===== config.mk =====
export PLATFORM = sky130hd
export DESIGN_NAME = vin_check_digit_validator
export DESIGN_NICKNAME = d
export VERILOG_FILES = /design/src/hdl/vcd_pkg.sv /design/src/hdl/vin_check_digit_validator.sv /design/src/hdl/vcd_front.sv /design/src/hdl/vcd_fifo.sv /design/src/hdl/vcd_back.sv
export SDC_FILE = /design/constraint.sdc
export NUM_CORES = 1
export LEC_CHECK = 0
export BUFFER_PORTS_ARGS = -buffer_cell sky130_fd_sc_hd__buf_4
export CELL_PAD_IN_SITES_DETAIL_PLACEMENT = 0
export CELL_PAD_IN_SITES_GLOBAL_PLACEMENT = 1
export CORE_UTILIZATION = 50
export CTS_CLUSTER_SIZE = 10
export DETAILED_ROUTE_END_ITERATION = 8
export HOLD_SLACK_MARGIN = 0.05
export MAX_ROUTING_LAYER = met4
export PLACE_DENSITY = 0.87
export SETUP_SLACK_MARGIN = 0.1
export SLEW_MARGIN = 25
export SYNTH_ARGS = -nofsm -noshare
export SYNTH_HDL_FRONTEND = slang
export SYNTH_SLANG_ARGS = --single-unit

===== constraint.sdc =====
create_clock -name clk_i -period 23.2 [get_ports clk_i]
set_input_delay 1.16 -clock clk_i [delete_from_list [all_inputs] [get_ports clk_i]]
set_output_delay 1.16 -clock clk_i [all_outputs]
set_load 0.1 [all_outputs]

===== src/hdl/vcd_pkg.sv =====
// Shared types, constants and helper functions of the VIN check digit validator.
// Used by every module in hdl/; depends on nothing.
package vcd_pkg;

  localparam int unsigned CharW      = 8;
  localparam int unsigned PosW       = 5;
  localparam int unsigned ResidW     = 4;
  localparam int unsigned ExpectW    = 7;
  localparam int unsigned StatusW    = 2;
  localparam int unsigned InDataW    = 8;
  localparam int unsigned OutDataW   = 16;

  localparam logic [PosW-1:0]    VinLast   = 5'd16;  // position of the seventeenth character
  localparam logic [PosW-1:0]    VinLen    = 5'd17;
  localparam logic [PosW-1:0]    CheckPos  = 5'd8;
  localparam logic [PosW-1:0]    PosMax    = 5'd31;
  localparam logic [ResidW-1:0]  VinMod    = 4'd11;
  localparam logic [ExpectW-1:0] AsciiZero = 7'h30;
  localparam logic [ExpectW-1:0] AsciiX    = 7'h58;

  localparam int unsigned QueueDepthDefault = 4;

  typedef enum logic [StatusW-1:0] {
    StatusOk       = 2'd0,
    StatusBadCheck = 2'd1,
    StatusBadLen   = 2'd2,
    StatusBadChar  = 2'd3
  } status_e;

  // Transliteration of a letter, indexed by the low five bits of its code.
  localparam logic [3:0] LetterValue [32] = '{
    4'd0, 4'd1, 4'd2, 4'd3, 4'd4, 4'd5, 4'd6, 4'd7,
    4'd8, 4'd0, 4'd1, 4'd2, 4'd3, 4'd4, 4'd5, 4'd0,
    4'd7, 4'd0, 4'd9, 4'd2, 4'd3, 4'd4, 4'd5, 4'd6,
    4'd7, 4'd8, 4'd9, 4'd0, 4'd0, 4'd0, 4'd0, 4'd0
  };

  // Classified character, handed from the front end to the back end.
  typedef struct packed {
    logic [ResidW-1:0] term;       // weighted value modulo 11
    logic              bad;        // disallowed character at a weighted position
    logic              is_check;   // ninth character
    logic [CharW-1:0]  char_code;
    logic              len_ok;     // this character is the seventeenth
    logic              last;
  } item_t;

  function automatic logic [3:0] weight_of(input logic [PosW-1:0] pos);
    logic [3:0] w;
    if (pos < 5'd7) begin
      w = 4'(5'd8 - pos);
    end else if (pos == 5'd7) begin
      w = 4'd10;
    end else begin
      w = 4'(5'd18 - pos);
    end
    return w;
  endfunction

  // Remainder modulo 11 of a value up to 100, by restoring subtraction.
  function automatic logic [ResidW-1:0] mod11(input logic [6:0] x);
    logic [6:0] r;
    r = x;
    if (r >= 7'd88) r = r - 7'd88;
    if (r >= 7'd44) r = r - 7'd44;
    if (r >= 7'd22) r = r - 7'd22;
    if (r >= 7'd11) r = r - 7'd11;
    return r[ResidW-1:0];
  endfunction

endpackage


===== src/hdl/vin_check_digit_validator.sv =====
// Top level of the VIN check digit validator (ISO 3779 weighting, modulo 11).
// Depends on vcd_pkg, vcd_front, vcd_fifo and vcd_back.
//
//   Slave stream: one ASCII character per transaction in s_axis_tdata, with
//   s_axis_tlast high on the final character of an identifier.
//   Master stream: one verdict per identifier, issued after its final
//   character: status (conformant, wrong check digit, wrong length, bad
//   character) and the computed check character ('0'..'9' or 'X', zero
//   when the status is wrong length or bad character).
//   Throughput: one character per cycle while the queue has room; a final
//   character held on the master side stops the queue. The verdict for a
//   final character passes through the front end into the queue, then
//   through the back end into the output register.
//   The front end classifies and weights each character against its own
//   position counter; a queue of QueueDepth entries lets it run ahead while
//   the back end holds a verdict that the receiver has not taken.
//   Receiver stall: the back end keeps consuming non-final characters and
//   stops only on a final one; once the queue fills, s_axis_tready drops.
//   Reset: clears the position, residue, flags, queue and output valid; the
//   next character is taken as the first of a new identifier.
module vin_check_digit_validator #(
  parameter int unsigned QueueDepth = vcd_pkg::QueueDepthDefault
) (
  input  logic                         clk_i,
  input  logic                         rst_ni,
  input  logic                         s_axis_tvalid,
  output logic                         s_axis_tready,
  input  logic [vcd_pkg::InDataW-1:0]  s_axis_tdata,   // [7:0] char_code
  input  logic                         s_axis_tlast,   // last_char
  output logic                         m_axis_tvalid,
  input  logic                         m_axis_tready,
  output logic [vcd_pkg::OutDataW-1:0] m_axis_tdata    // [1:0] status, [8:2] expected_check
);

  logic           push, full, pop, q_valid;
  vcd_pkg::item_t front_item, back_item;

  // Classify and weight each incoming character.
  vcd_front u_front (
    .clk_i         (clk_i),
    .rst_ni        (rst_ni),
    .s_axis_tvalid (s_axis_tvalid),
    .s_axis_tready (s_axis_tready),
    .s_axis_tdata  (s_axis_tdata),
    .s_axis_tlast  (s_axis_tlast),
    .full_i        (full),
    .push_o        (push),
    .item_o        (front_item)
  );

  // Decouple classification from accumulation.
  vcd_fifo #(
    .Depth (QueueDepth)
  ) u_fifo (
    .clk_i   (clk_i),
    .rst_ni  (rst_ni),
    .push_i  (push),
    .item_i  (front_item),
    .full_o  (full),
    .pop_i   (pop),
    .valid_o (q_valid),
    .item_o  (back_item)
  );

  // Accumulate and issue the verdict.
  vcd_back u_back (
    .clk_i         (clk_i),
    .rst_ni        (rst_ni),
    .valid_i       (q_valid),
    .item_i        (back_item),
    .pop_o         (pop),
    .m_axis_tvalid (m_axis_tvalid),
    .m_axis_tready (m_axis_tready),
    .m_axis_tdata  (m_axis_tdata)
  );

endmodule


===== src/hdl/vcd_front.sv =====
// Front end: counts positions, transliterates and weights each character.
// Depends on vcd_pkg.
module vcd_front (
  input  logic                      clk_i,
  input  logic                      rst_ni,
  input  logic                      s_axis_tvalid,
  output logic                      s_axis_tready,
  input  logic [vcd_pkg::CharW-1:0] s_axis_tdata,
  input  logic                      s_axis_tlast,
  input  logic                      full_i,
  output logic                      push_o,
  output vcd_pkg::item_t            item_o
);

  logic [vcd_pkg::PosW-1:0] pos_q, pos_d;
  logic [vcd_pkg::CharW-1:0] c;
  logic       is_letter, is_digit, ok, weighted;
  logic [3:0] value;
  logic [7:0] product;

  assign c             = s_axis_tdata;
  assign s_axis_tready = !full_i;
  assign push_o        = s_axis_tvalid && !full_i;

  always_comb begin
    is_letter = (c >= 8'h41 && c <= 8'h5a) || (c >= 8'h61 && c <= 8'h7a);
    is_digit  = (c >= 8'h30 && c <= 8'h39);
    ok        = 1'b0;
    value     = '0;
    if (is_letter) begin
      // I, O and Q have no transliteration
      ok    = !(c[4:0] == 5'd9 || c[4:0] == 5'd15 || c[4:0] == 5'd17);
      value = ok ? vcd_pkg::LetterValue[c[4:0]] : 4'd0;
    end else if (is_digit) begin
      ok    = 1'b1;
      value = c[3:0];
    end
    weighted = (pos_q < vcd_pkg::VinLen) && (pos_q != vcd_pkg::CheckPos);
    product  = value * vcd_pkg::weight_of(pos_q);

    item_o.term      = weighted ? vcd_pkg::mod11(product[6:0]) : '0;
    item_o.bad       = weighted && !ok;
    item_o.is_check  = (pos_q == vcd_pkg::CheckPos);
    item_o.char_code = c;
    item_o.len_ok    = (pos_q == vcd_pkg::VinLast);
    item_o.last      = s_axis_tlast;
  end

  always_comb begin
    pos_d = pos_q;
    if (push_o) begin
      if (s_axis_tlast) begin
        pos_d = '0;
      end else if (pos_q != vcd_pkg::PosMax) begin
        pos_d = pos_q + 5'd1;
      end
    end
  end

  always_ff @(posedge clk_i or negedge rst_ni) begin
    if (!rst_ni) begin
      pos_q <= '0;
    end else begin
      pos_q <= pos_d;
    end
  end

endmodule


===== src/hdl/vcd_fifo.sv =====
// Short queue of classified characters between front and back end.
// Depends on vcd_pkg; Depth must be a power of two.
module vcd_fifo #(
  parameter int unsigned Depth = vcd_pkg::QueueDepthDefault
) (
  input  logic           clk_i,
  input  logic           rst_ni,
  input  logic           push_i,
  input  vcd_pkg::item_t item_i,
  output logic           full_o,
  input  logic           pop_i,
  output logic           valid_o,
  output vcd_pkg::item_t item_o
);

  localparam int unsigned AddrW = (Depth > 1) ? $clog2(Depth) : 1;

  vcd_pkg::item_t mem_q [Depth];
  logic [AddrW:0] wr_q, wr_d, rd_q, rd_d;

  assign full_o  = (wr_q[AddrW-1:0] == rd_q[AddrW-1:0]) && (wr_q[AddrW] != rd_q[AddrW]);
  assign valid_o = (wr_q != rd_q);
  assign item_o  = mem_q[rd_q[AddrW-1:0]];

  assign wr_d = push_i ? wr_q + 1'b1 : wr_q;
  assign rd_d = pop_i  ? rd_q + 1'b1 : rd_q;

  always_ff @(posedge clk_i) begin
    if (push_i) begin
      mem_q[wr_q[AddrW-1:0]] <= item_i;
    end
  end

  always_ff @(posedge clk_i or negedge rst_ni) begin
    if (!rst_ni) begin
      wr_q <= '0;
      rd_q <= '0;
    end else begin
      wr_q <= wr_d;
      rd_q <= rd_d;
    end
  end

endmodule


===== src/hdl/vcd_back.sv =====
// Back end: accumulates the residue, keeps the check character, issues the verdict.
// Depends on vcd_pkg.
module vcd_back (
  input  logic                         clk_i,
  input  logic                         rst_ni,
  input  logic                         valid_i,
  input  vcd_pkg::item_t               item_i,
  output logic                         pop_o,
  output logic                         m_axis_tvalid,
  input  logic                         m_axis_tready,
  output logic [vcd_pkg::OutDataW-1:0] m_axis_tdata
);

  logic [vcd_pkg::ResidW-1:0]  resid_q, resid_d;
  logic                        bad_q, bad_d;
  logic [vcd_pkg::CharW-1:0]   given_q, given_d;
  logic                        out_valid_q, out_valid_d;
  vcd_pkg::status_e            status_q, status_d;
  logic [vcd_pkg::ExpectW-1:0] expect_q, expect_d;
  logic [vcd_pkg::ResidW:0]    sum;
  logic [vcd_pkg::ResidW-1:0]  resid_new;
  logic [vcd_pkg::ExpectW-1:0] expect_new;
  logic                        bad_new;
  logic [vcd_pkg::CharW-1:0]   given_new;

  // Non-final characters never wait; a final one waits for a free output slot.
  assign pop_o = valid_i && (!item_i.last || !out_valid_q || m_axis_tready);

  always_comb begin
    sum        = {1'b0, resid_q} + {1'b0, item_i.term};
    resid_new  = (sum >= {1'b0, vcd_pkg::VinMod}) ?
                 vcd_pkg::ResidW'(sum - {1'b0, vcd_pkg::VinMod}) : sum[vcd_pkg::ResidW-1:0];
    bad_new    = bad_q || item_i.bad;
    given_new  = item_i.is_check ? item_i.char_code : given_q;
    expect_new = (resid_new < 4'd10) ?
                 vcd_pkg::AsciiZero + {3'b000, resid_new} : vcd_pkg::AsciiX;

    resid_d     = resid_q;
    bad_d       = bad_q;
    given_d     = given_q;
    out_valid_d = out_valid_q && !m_axis_tready;
    status_d    = status_q;
    expect_d    = expect_q;

    if (pop_o) begin
      if (item_i.last) begin
        // clear the running state for the next identifier
        resid_d     = '0;
        bad_d       = 1'b0;
        given_d     = '0;
        out_valid_d = 1'b1;
        expect_d    = '0;
        if (!item_i.len_ok) begin
          status_d = vcd_pkg::StatusBadLen;
        end else if (bad_new) begin
          status_d = vcd_pkg::StatusBadChar;
        end else begin
          expect_d = expect_new;
          status_d = (given_new == {1'b0, expect_new}) ? vcd_pkg::StatusOk
                                                       : vcd_pkg::StatusBadCheck;
        end
      end else begin
        resid_d = resid_new;
        bad_d   = bad_new;
        given_d = given_new;
      end
    end
  end

  always_ff @(posedge clk_i or negedge rst_ni) begin
    if (!rst_ni) begin
      resid_q     <= '0;
      bad_q       <= 1'b0;
      given_q     <= '0;
      out_valid_q <= 1'b0;
    end else begin
      resid_q     <= resid_d;
      bad_q       <= bad_d;
      given_q     <= given_d;
      out_valid_q <= out_valid_d;
    end
  end

  always_ff @(posedge clk_i) begin
    status_q <= status_d;
    expect_q <= expect_d;
  end

  assign m_axis_tvalid = out_valid_q;
  assign m_axis_tdata  = {7'b0, expect_q, status_q};

endmodule

# After elaboration in Yosys (flattened, before gate mapping)
# Memory sizes are Yosys's and may differ from the RTL's.
# Index checks and enable logic that the tools add are counted.
classes:
  order_cmp: 15
  bitwise: 2
  add_sub_neg: 12
  mul: 1
  reduce_logical: 25
  eq_ne: 12
  n_mux: 28
ops:
  columns: ["cell", "n"]
  rows:
  - ["two-way mux 4 bit", 11]
  - ["two-way mux 7 bit", 4]
  - ["greater-or-equal comparator 8 x 7 -> 1 bit (second input constant)", 2]
  - ["less-or-equal comparator 8 x 7 -> 1 bit (second input constant)", 2]
  - ["two-way mux 8 bit", 2]
  - ["== test 5 x 4 -> 1 bit (second input constant)", 3]
  - ["== test 5 bit (second input constant)", 2]
  - ["two-way mux 5 bit", 2]
  - ["logical AND 1 bit", 9]
  - ["two-way mux 1 bit", 9]
  - ["== test 8 x 7 -> 1 bit", 1]
  - ["greater-or-equal comparator 8 x 6 -> 1 bit (second input constant)", 1]
  - ["less-or-equal comparator 8 x 6 -> 1 bit (second input constant)", 1]
  - ["subtractor 4 bit (second input constant)", 2]
  - ["adder 6 x 4 -> 7 bit (first input constant)", 1]
  - ["greater-or-equal comparator 7 x 4 -> 1 bit (second input constant)", 1]
  - ["greater-or-equal comparator 7 x 5 -> 1 bit (second input constant)", 1]
  - ["greater-or-equal comparator 7 x 6 -> 1 bit (second input constant)", 1]
  - ["greater-or-equal comparator 7 bit (second input constant)", 1]
  - ["multiplier 4 x 4 -> 7 bit", 1]
  - ["subtractor 7 x 5 -> 7 bit (second input constant)", 1]
  - ["subtractor 7 x 6 -> 7 bit (second input constant)", 1]
  - ["subtractor 7 bit (second input constant)", 1]
  - ["adder 3 x 1 -> 3 bit (second input constant)", 2]
  - ["other kinds (22)", 33]
word_totals:
  mem_bits_ro: 128
  regBits: 34
  in_bits: 13
  word_cells: 107
  memories: 2
  ramBits: 64
memory_table:
  columns: ["memory", "depth", "width", "rd", "rd_ports_with_merged_regs", "wr", "line_no", "rtl"]
  rows:
  - ["(no name shown)", 32, 4, 1, 0, 0, "vcd_front.sv:33", "value = ok ? vcd_pkg::LetterValue[c[4:0]] : 4'd0;"]
  - ["u_fifo.mem_q", 4, 16, 1, 0, 1, "vcd_fifo.sv:18", "vcd_pkg::item_t mem_q [Depth];"]

# Logic depth before layout (Yosys ltp)
depth:
  ltp_word: 16
  depth_mapped: 39

# By module
# Synthesis repeated with hierarchy kept, for this count alone.
unflattened:
  cells_unflattened: 557
  hier_area_um2: 6447.4
by_module_without_submodules:
  columns: ["module", "seq_area_each_um2", "n_inst", "cells_per_inst", "area_per_inst_um2"]
  rows:
  - ["vcd_fifo", 2072.0, 1, 114, 2697.6]
  - ["vcd_front", 125.1, 1, 281, 2169.6]
  - ["vcd_back", 620.6, 1, 162, 1580.3]

# Worst setup path after synthesis
# No wires, ideal clock.
synth_timing:
  path_kind: "input to register"
  start: "in s_axis_tdata[1] (netlist bit)"
  end: "mem u_fifo.mem_q[0][13] (netlist bit), data pin"
  slack_ns: 14.701
  path_stages: 34
  arrival_time_ns: 8.234
  t_required_ns: 22.935
  path_buffers: 0
  path_cell_list: "inv_1 ha_1 or3b_4 a21oi_2 o21ai_2 a32oi_1 nand2b_1 fa_1 fa_1 fa_1 xor2_1 inv_2 ha_1 a221o_1 a21oi_1 nor3_1 or2_2 inv_1 ha_1 inv_1 nor2_1 o21ai_0 a31oi_1 xnor2_1 ha_1 inv_1 a2bb2oi_4 nor2_1 xnor2_1 ha_1 nor4_1 nor3_1 or3_1 and4_1"
synth_rtl:
  columns: ["item", "line_no", "rtl"]
  rows:
  - ["from (decl)", "vin_check_digit_validator.sv:28", "input logic [vcd_pkg::InDataW-1:0] s_axis_tdata,"]
  - ["to (decl)", "vcd_fifo.sv:18", null]

==> metrics <==
Clock Skew 0.009110 ns; largest net degree at the start of global routing 26; postcts setup bufs 0; Root Buffer clkbuf_16; wirelength, routed 12.39 mm; Initial Util 52.15%; detailed placement HPWL 9.052 mm; sum of negative setup slack 0 ns; WP data arrival 9.34 ns; Filler Cells Inserted 951; routability cong. 0.8823; Synth Register Bits 98; asr flop ratio synth 25.51%; post-route setup slack 13.95 ns; Max Freq 108.1 MHz; status complete, but fails checks; worst slew pin tran 0.8876 ns; ranking of synthesized cells by area edfxtp_1, dfrtp_1, ha_1; post-CTS sizing 0; CTS tree yes; total grt overflow 0; clk slew on worst S/H paths 0.06 ns; Yosys top cell area share 36.19%; RR Startpoint u_front.pos_q[4]; CP endpoint kind flop; TritonCTS buffer count 9; Slew Limit Fails 0; Die Width 112.1 um; CTS H-tree depth 3; max-cap viol count 0; RSZ-0062 raised after global routing false; DR vias 4193; CTS sink cnt 98; vias per std cell 6.024; Crit path largest cell delay 0.54 ns; failing checks DRC; Critical path origin s_axis_tdata[1]; hold_buf cts 0; Seq/Total Area, Yosys 46.52%; Slew headroom 40.83%; final setup fails 0; WP data required 23.29 ns; WL per Instance 17.80 um; largest area contributor in the netlist edfxtp_1; syn avg cell area 11.43 um2; fin nets 598; Lkg Pwr 0.002682 uW; std cell rows 39; Bufs on Longest Clock Path 2; cell repeated most along the worst path ha_1; drt first pass iters 6; first-pass GRT wire length 20.95 mm; library cells used by synthesis 84; Final ANT Viol Nets 0; initial antenna violation count 0; area of the multi-input gates 3002 um2; IO Port Bufs 23; clock latency on the worst-skew pair 0.34 ns; prevailing post-synth register cell edfxtp_1; register area 2818 um2; slowest CP cell fa_1; Total Routing Usage GR 21.89%; Core Area 11610 um2; vias in the first global route 4262; Die H 112.1 um; total number of yosys warnings 0; Worst Setup Start Kind input port; CP Class input port to flop; Cell Area, Synth 6057 um2; Crit Path Max Fanout 10; Layout area overhead 8.903%; Worst Hold Launch u_fifo.wr_q[2]; drt drc 2; # diodes 0; total I/O pin count 31; post-route minimum period 9.252 ns; worst min-delay path class flop to flop; Place WS 13.75 ns; Post-Synthesis Cells 530; share of cells above drive strength 1 15.55%; die area 12560 um2; crit share post-route 39.88%; maximum vdd drop 0.07083 mV; PwrDens 150.6 nW/um2; Final Hold Fails 0; Post-synth EDFFs 73; Detailed Route Iter0 Violations 321
==> cells by family (layout without fill, tap and decap cells) <==
kind of cell | after synthesis | in the layout | share of synthesized area (%)
other | 1 | 7 | 0.06191
multiplexers | 31 | 31 | 8.531
buffers and inverters | 58 | 75 | 4.296
XOR/XNOR | 20 | 20 | 3.016
AND/OR/NAND/NOR | 161 | 161 | 13.90
adder cells (fa/ha/maj) | 38 | 38 | 8.428
AO/OA/AOI/OAI | 123 | 123 | 15.24
flip-flops | 98 | 98 | 46.52
==> cells in the final DEF (no fill, tap or decap), types with 3 or more instances in the layout <==
cell type / instances
mux2i_1: 13
nor2b_1: 4
nor3_1: 12
nand2_1: 44
a22oi_1: 4
mux4_2: 16
nand3_1: 12
nor2_1: 36
nand2b_1: 7
xnor2_1: 10
a21o_1: 8
conb_1: 7
dfrtp_1: 25
o21ai_1: 3
nor3b_1: 3
a22o_1: 4
o22ai_1: 4
edfxtp_1: 73
a21oi_1: 13
and3b_1: 4
inv_1: 33
a31oi_1: 5
or3_1: 5
o21a_1: 7
and3_1: 9
and2_1: 5
xor2_1: 9
ha_1: 32
or2_2: 6
o21ai_0: 31
clkbuf_16: 9
buf_4: 25
fa_1: 5
o31ai_1: 4
==> critical path: cells and delay by family <==
family                   cells  cell delay [ns]
XOR/XNOR                     3             0.84
adder cells (fa/ha/maj)      8             2.70
buffers and inverters        6             0.59
AND/OR/NAND/NOR             10             2.23
AO/OA/AOI/OAI                8             1.79
==> metal layers <==
metal	up-vias	part of all wire, %	wire [um]	global-route usage, %
met5	-	0	0	-
met4	0	2.2	274	7.644
met3	19	3.7	458	2.700
met2	112	49	6098	36.89
met1	2065	45	5557	27.42
li1	1997	-	-	-
==> cells in the mapped netlist, drive strengths merged (3+ instances only) <==
cell type and n:
and3 9, nand2b 7, xor2 9, edfxtp 73, or2 6, clkbuf 9
inv 34, nor2b 4, nor3b 3, xnor2 11, ha 32, nor2 37
a21o 8, a31oi 6, and2 6, nand2 45, a22o 4, a22oi 5
a211oi 3, o21ai 35, fa 5, a21oi 16, mux4 16, o21a 7
mux2i 13, o22ai 4, and3b 4, nor3 12, buf 15, or3 6
o31ai 5, nor4 3, dfrtp 25, nand3 12
==> worst paths after layout <==
kind | end | slack, ns | cells past startpoint
max in group asynchronous | u_back.given_q[0] | 22.23 | 1
min | u_fifo.wr_q[2] | 0.49 | 1
max | u_fifo.mem_q[2][13] | 13.95 | 35
max reg2reg | u_fifo.mem_q[2][13] | 14.82 | 32
min reg2reg | u_fifo.wr_q[2] | 0.49 | 1
min in group asynchronous | u_front.pos_q[4] | 0.71 | 1
==> power breakdown <==
| group | switching [uW] | leakage [uW] | total [uW] | internal [uW] |
|---|---|---|---|---|
| Combinational | 367 | 0.00155 | 567 | 201 |
| Clock | 66.4 | 0.000139 | 141 | 74.5 |
| Sequential | 23.0 | 0.000997 | 285 | 262 |
| Total | 456 | 0.00268 | 993 | 537 |
==> cell type report <==
| cell class | count | area share, % |
|---|---|---|
| multi-input combinational | 380 | 45.50 |
| sequential | 98 | 42.72 |
| clock buffer | 9 | 3.414 |
| timing repair buffer | 25 | 2.845 |
| tap | 143 | 2.712 |
| inverter | 34 | 1.935 |
| clock inverter | 7 | 0.8725 |
==> per-stage QoR <==
stage	power (uW)	hold WS [ns]	area, um2	cells	util, %
final	993.4	0.4887	6596	696	56.80
after CTS	996.1	0.4874	6596	696	56.80
after detailed placement	853.0	0.4743	6314	680	54.36
after global routing	1063	0.5116	6596	696	56.80
after global placement	835.5	0.4647	6314	680	54.36
after floorplan	733.3	0.4492	6080	536	-
==> flip-flops by register name, summed over array words and instances, names as in the netlist, 2 cells and up <==
name,flops
u_back.resid_q,4
u_fifo.wr_q,3
u_back.expect_q,7
u_fifo.mem_q,64
u_fifo.rd_q,3
u_back.status_q,2
u_back.given_q,8
u_front.pos_q,5
Power figures use the tool's default switching activity.
